File: config.mk
export PLATFORM = sky130hd
export DESIGN_NAME = imu_packet_deframer
export DESIGN_NICKNAME = d
export VERILOG_FILES = /design/src/design/ipd_pkg.sv /design/src/design/ipd_byte_cell.sv /design/src/design/ipd_sum_pipe.sv /design/src/design/imu_packet_deframer.sv
export SDC_FILE = /design/constraint.sdc
export NUM_CORES = 1
export LEC_CHECK = 0
export ABC_AREA = 1
export BUFFER_PORTS_ARGS = -buffer_cell sky130_fd_sc_hd__buf_4
export CELL_PAD_IN_SITES_DETAIL_PLACEMENT = 2
export CELL_PAD_IN_SITES_GLOBAL_PLACEMENT = 2
export CORE_UTILIZATION = 30
export DETAILED_ROUTE_END_ITERATION = 16
export HOLD_SLACK_MARGIN = 0.15
export MAX_ROUTING_LAYER = met4
export PLACE_DENSITY_LB_ADDON = 0.1
export SYNTH_ARGS = -nofsm -noshare
export SYNTH_HDL_FRONTEND = slang
export SYNTH_SLANG_ARGS = --single-unit
File: constraint.sdc
create_clock -name i_clk -period 13.27 [get_ports i_clk]
set_input_delay 1.9905 -clock i_clk [delete_from_list [all_inputs] [get_ports i_clk]]
set_output_delay 1.9905 -clock i_clk [all_outputs]
set_load 0.02 [all_outputs]
File: src/design/ipd_pkg.sv
// Shared types and constants for the IMU packet deframer.
// No dependencies; imported by ipd_byte_cell, ipd_sum_pipe and the top level.
package ipd_pkg;

    localparam int unsigned WinLen  = 22;   // bytes held in the window
    localparam int unsigned NWords  = 10;   // data words per packet
    localparam int unsigned FillW   = 5;
    localparam int unsigned IdxYaw  = 2;    // yaw word position

    localparam logic [7:0]  HdrByte   = 8'h31;
    localparam logic [15:0] DeclReset = 16'hFA6B;   // -1429 counts

    typedef logic [7:0] t_byte;
    typedef logic [NWords-1:0][15:0] t_words;

    typedef struct packed {
        t_words      words;
        logic [15:0] chk;
    } t_pkt;

endpackage

File: src/design/ipd_byte_cell.sv
// One cell of the byte window: holds a byte and takes its neighbor's byte on a shift.
// Depends on ipd_pkg.
module ipd_byte_cell (
    input  logic          i_clk,
    input  logic          i_shift,
    input  ipd_pkg::t_byte i_byte,
    output ipd_pkg::t_byte o_byte
);
    import ipd_pkg::*;

    t_byte r_byte;

    always_ff @(posedge i_clk) begin
        if (i_shift) begin
            r_byte <= i_byte;
        end
    end

    assign o_byte = r_byte;

endmodule

File: src/design/ipd_sum_pipe.sv
// Three-stage packet pipeline: capture, partial sums and yaw offset, final sum and compare.
// Depends on ipd_pkg. Output stage is the master-side word register.
module ipd_sum_pipe (
    input  logic            i_clk,
    input  logic            i_rst_n,
    input  logic            i_valid,
    output logic            o_ready,
    input  ipd_pkg::t_pkt   i_pkt,
    input  logic [15:0]     i_declination,
    output logic            o_valid,
    input  logic            i_ready,
    output ipd_pkg::t_words o_words,
    output logic            o_ok
);
    import ipd_pkg::*;

    logic        r_a_v, r_b_v, r_c_v;
    logic        w_rdy_a, w_rdy_b, w_rdy_c;
    t_pkt        r_a_pkt;
    t_words      r_b_words, r_c_words;
    t_words      w_b_words;
    logic [15:0] r_b_chk;
    logic [3:0][15:0] r_b_part;
    logic [15:0] w_total;
    logic        r_c_ok;

    assign w_rdy_c = !r_c_v || i_ready;
    assign w_rdy_b = !r_b_v || w_rdy_c;
    assign w_rdy_a = !r_a_v || w_rdy_b;
    assign o_ready = w_rdy_a;

    // header byte is always 0x31 when a packet is captured
    assign w_total = r_b_part[0] + r_b_part[1] + r_b_part[2] + r_b_part[3];

    always_comb begin
        w_b_words         = r_a_pkt.words;
        w_b_words[IdxYaw] = r_a_pkt.words[IdxYaw] + i_declination;
    end

    always_ff @(posedge i_clk) begin
        if (!i_rst_n) begin
            r_a_v <= 1'b0;
            r_b_v <= 1'b0;
            r_c_v <= 1'b0;
        end else begin
            if (w_rdy_a) begin
                r_a_v <= i_valid;
            end
            if (w_rdy_b) begin
                r_b_v <= r_a_v;
            end
            if (w_rdy_c) begin
                r_c_v <= r_b_v;
            end
        end
    end

    always_ff @(posedge i_clk) begin
        if (w_rdy_a && i_valid) begin
            r_a_pkt <= i_pkt;
        end
        if (w_rdy_b && r_a_v) begin
            r_b_words   <= w_b_words;
            r_b_chk     <= r_a_pkt.chk;
            r_b_part[0] <= {8'h00, HdrByte} + r_a_pkt.words[0] + r_a_pkt.words[1];
            r_b_part[1] <= r_a_pkt.words[2] + r_a_pkt.words[3] + r_a_pkt.words[4];
            r_b_part[2] <= r_a_pkt.words[5] + r_a_pkt.words[6] + r_a_pkt.words[7];
            r_b_part[3] <= r_a_pkt.words[8] + r_a_pkt.words[9];
        end
        if (w_rdy_c && r_b_v) begin
            r_c_words <= r_b_words;
            r_c_ok    <= (w_total == r_b_chk);
        end
    end

    assign o_valid = r_c_v;
    assign o_words = r_c_words;
    assign o_ok    = r_c_ok;

endmodule

File: src/design/imu_packet_deframer.sv
// Channel   Dir  Word                          Side band
// s_axis    in   tdata[7:0] = byte_in          -
// m_axis    out  tdata[159:0] = 10 x 16 bits   tuser = checksum_ok
// cfg       in   i_cfg_wdata = declination     write on i_cfg_we
//
// One byte is taken per cycle while s_axis_tready is high; the 22-cell shift window
// moves on every accepted byte. A packet result leaves through a 3-stage sum pipeline.
// Synchronous active-low reset empties the window (fill count 0) and the pipeline,
// and loads declination with -1429. The window bytes themselves are not cleared.
// s_axis_tready drops only when all three pipeline stages hold a result and m_axis stalls.
// Depends on ipd_pkg, ipd_byte_cell, ipd_sum_pipe.
module imu_packet_deframer (
    input  logic         i_clk,
    input  logic         i_rst_n,
    input  logic         s_axis_tvalid,
    output logic         s_axis_tready,
    input  logic [7:0]   s_axis_tdata,   // [7:0] byte_in
    output logic         m_axis_tvalid,
    input  logic         m_axis_tready,
    // roll, pitch, yaw_heading, roll_accel, pitch_accel, yaw_accel,
    // roll_rate, pitch_rate, yaw_rate, timer_ticks; 16 bits each from bit 0 up
    output logic [159:0] m_axis_tdata,
    output logic         m_axis_tuser,   // [0] checksum_ok
    input  logic         i_cfg_we,
    input  logic [15:0]  i_cfg_wdata     // declination
);
    import ipd_pkg::*;

    logic [WinLen-1:0][7:0] w_win;
    logic                   w_accept, w_full, w_hit;
    logic [FillW-1:0]       r_fill, n_fill;
    logic [15:0]            r_decl;
    t_pkt                   w_pkt;
    t_words                 w_words;

    assign w_accept = s_axis_tvalid && s_axis_tready;
    assign w_full   = (r_fill >= FillW'(WinLen));
    assign w_hit    = w_accept && w_full && (w_win[0] == HdrByte);

    // Oldest byte sits in cell 0; new bytes enter at the far end.
    for (genvar k = 0; k < WinLen; k++) begin : g_cell
        if (k == WinLen - 1) begin : g_tail
            ipd_byte_cell u_cell (
                .i_clk   (i_clk),
                .i_shift (w_accept),
                .i_byte  (s_axis_tdata),
                .o_byte  (w_win[k])
            );
        end else begin : g_body
            ipd_byte_cell u_cell (
                .i_clk   (i_clk),
                .i_shift (w_accept),
                .i_byte  (w_win[k+1]),
                .o_byte  (w_win[k])
            );
        end
    end

    for (genvar i = 0; i < NWords; i++) begin : g_word
        assign w_pkt.words[i] = {w_win[1 + 2*i], w_win[2 + 2*i]};
    end
    assign w_pkt.chk = {w_win[WinLen-1], s_axis_tdata};

    always_comb begin
        n_fill = r_fill;
        if (w_accept) begin
            priority if (!w_full) begin
                n_fill = r_fill + FillW'(1);
            end else if (w_hit) begin
                n_fill = '0;
            end else begin
                n_fill = FillW'(WinLen);
            end
        end
    end

    always_ff @(posedge i_clk) begin
        if (!i_rst_n) begin
            r_fill <= '0;
            r_decl <= DeclReset;
        end else begin
            r_fill <= n_fill;
            if (i_cfg_we) begin
                r_decl <= i_cfg_wdata;
            end
        end
    end

    ipd_sum_pipe u_sum (
        .i_clk         (i_clk),
        .i_rst_n       (i_rst_n),
        .i_valid       (w_hit),
        .o_ready       (s_axis_tready),
        .i_pkt         (w_pkt),
        .i_declination (r_decl),
        .o_valid       (m_axis_tvalid),
        .i_ready       (m_axis_tready),
        .o_words       (w_words),
        .o_ok          (m_axis_tuser)
    );

    assign m_axis_tdata = w_words;

endmodule

==> reports/metrics.yaml <==
outcome: "finished, final reports clean"
pre_cts_slack_ns: 8.39
fin_nets: 2199
fin_crit_ns: 4.71
multiInputGateArea_mm2: 0.00600
min_path_type: "reg -> reg"
grt_pass1_wl_mm: 104
syn_inst: 1719
syn_area_mm2: 0.0296
drive_above_1_share: 0.162
vias: 14600
die_area_mm2: 0.100
synth_mux_area_frac: 0
drcViolationCount: 0
max_slew_margin: 0.352
crit_required_ns: 11.28
max-vdd-ir-drop_mv: 0.0834
end_kind: "output port"
final_common_cell: "edfxtp_1"
overflow: 0
viasPerCell: 4.36
fin_setup_tns_ns: 0
core_area_mm2: 0.0973
fillerInstances: 9754
wirelength_mm: 69.6
htree_num_levels: 3
die_w_um: 316
synth_compound_area_frac: 0.0318
initial_utilization: 0.304
synth_top_area_frac: 0.763
power.density_mw_per_mm2: 143
diodes: 0
cts_buffers: 85
startpoint_type: "input pin"
maxCapViolCount: 0
clock_latency_ns: 0.64
layout_common_cells: "edfxtp_1 (753), nand2_1 (214), buf_4 (199)"
rrSetupSlack_ns: 9.79
cts_tree: "done"
placed_area_mm2: 0.0327
cts_max_path_buffers: 3
fin_area_mm2: 0.0353
async_flop_share: 0
finalCritPeriodShare: 0.355
io_buffers: 191
dr.pass1.iters: 4
hold_buffers: 0
internal_power_mw: 4.05
setup_violations: 0
io_pins: 192
ys_types: 35
p_sw_frac: 0.197
clk_pin_slew_ns: 0.06
p_switching_mw: 0.992
antenna_found_initial: 2
syn_nets: 1917
p_leak_nw: 12.8
arrival_ns: 2.72
max_freq_mhz: 212
tightest_slew_ns: 0.972
synth_flop_cell: "edfxtp_1"
setup.worst_path.class: "in -> out"
synth_edf_count: 753
clock_sinks: 777
synthAdderAreaFrac: 0.0879
gp_routability_congestion: 0.797
synth_top_family_by_area: "adder cells"
rsz0062_at_grt: "no"
synth_xor_area_frac: 0.0290
postLayoutSetupSlackWorst_ns: 8.56
synth_seq_cells: 777
cp_max_fo: 3
finalHoldViolCount: 0
ant_nets: 0
fin_util: 0.363
yosysTopAreaCell: "edfxtp_1"
detail_route.wl_per_cell_um: 20.8
drtIter0Drc: 740
holdWs_ns: 0.416
num_rows: 114
regArea_mm2: 0.0231
p_seq_frac: 0.543
avgSynthCellArea_um2: 17.2
synth_area_leaders: "edfxtp_1 (76%), fa_1 (4.4%), ha_1 (4.4%), nand2_1 (2.7%), xor2_1 (1.9%)"
post_cts_resized: 0
grt_usage: 0.145
dp_hpwl_mm: 50.3
p_clk_frac: 0.447
root_buffer: "clkbuf_16"
yosysWarnings: 0
yosysSeqAreaShare: 0.780
syn_to_final_growth_pct: 19.3
postCtsSetupRepairBufs: 0
power_frac_comb: 0.011
slew_viol_final: 0
die_height_um: 316
synthSimpleGateAreaFrac: 0.0536
grt_pass1_vias: 16300
finClkSkew_ns: 0.0179
grt_max_degree: 120
-- kinds of logic (layout without fill, tap and decap cells) --
family,count (synthesis),after routing
buf+inv,143,488
xor+xnor,98,98
flops,777,777
compound gates,161,161
simple gates,371,371
fa+ha+maj,169,169
-- stage by stage --
step	std cells	power, mW
6_report	3340	5.04
2_1_floorplan	1719	2.81
5_1_grt	3340	5.22
3_3_place_gp	3190	2.84
3_5_place_dp	3190	2.84
4_1_cts	3340	5.13
-- worst max-delay path: stages --
cell and delay, ns:
buf_4 0.11, inv_1 0.10, nand2_1 0.09, nor2_1 0.14, nand2_1 0.12, buf_4 0.18
-- flip-flops by register name, indices dropped and copies added (netlist names) --
signal / cells
u_sum.r_b_chk: 16
g_cell.g_body.u_cell.o_byte: 168
u_sum.r_b_part: 64
r_fill: 5
u_sum.o_ok: 1
u_sum.o_words: 160
u_sum.r_b_v: 1
u_sum.r_a_v: 1
r_decl: 16
g_cell.g_tail.u_cell.o_byte: 8
u_sum.r_a_pkt: 176
u_sum.r_b_words: 160
u_sum.o_valid: 1
-- cell type report --
cell class              count  area share
multi-input cells         799       0.170
repair buffers            200      0.0428
clock inverters            41     0.00966
flip-flops and latches    777       0.653
inverters                 138      0.0150
well taps                1276      0.0452
clock buffers             109      0.0642
-- per-layer routing --
layer,vias up,GRT usage,part of all wire
met4,0,0.0417,0.020
met5,-,-,0
li1,6824,-,-
met3,94,0.0251,0.033
met2,217,0.253,0.52
met1,7426,0.172,0.43
-- cell usage after synthesis, types with 6 or more instances --
library cell	n
edfxtp_1	753
nand2_1	214
inv_1	138
ha_1	104
a21oi_1	82
fa_1	65
xor2_1	63
nor2_1	62
nand3_1	54
xnor2_1	35
o21ai_0	33
dfxtp_1	24
nor3_1	10
o31ai_1	10
nand3b_1	7
o2111ai_1	7
a21o_1	6
nand4_1	6
-- worst paths after layout --
| check | startpoint | endpoint | depth (start not counted) |
|---|---|---|---|
| hold reg to reg | u_sum.r_b_words[104] | u_sum.o_words[104] | 0 |
| hold / removal | u_sum.r_b_words[104] | u_sum.o_words[104] | 0 |
| setup reg to reg | u_sum.r_b_part[1] | u_sum.o_ok | 15 |
| setup / recovery | m_axis_tready | s_axis_tready | 6 |
-- power by group through the flow --
stage / registers (mW) / logic, mW / clock network [mW]
after global routing: 2.74 / 0.0608 / 2.42
after CTS: 2.74 / 0.0555 / 2.34
after global placement: 2.78 / 0.0532 / 0
final: 2.73 / 0.0535 / 2.25
after detailed placement: 2.79 / 0.0554 / 0
after floorplan: 2.78 / 0.0332 / 0
Power figures use the tool's default switching activity.
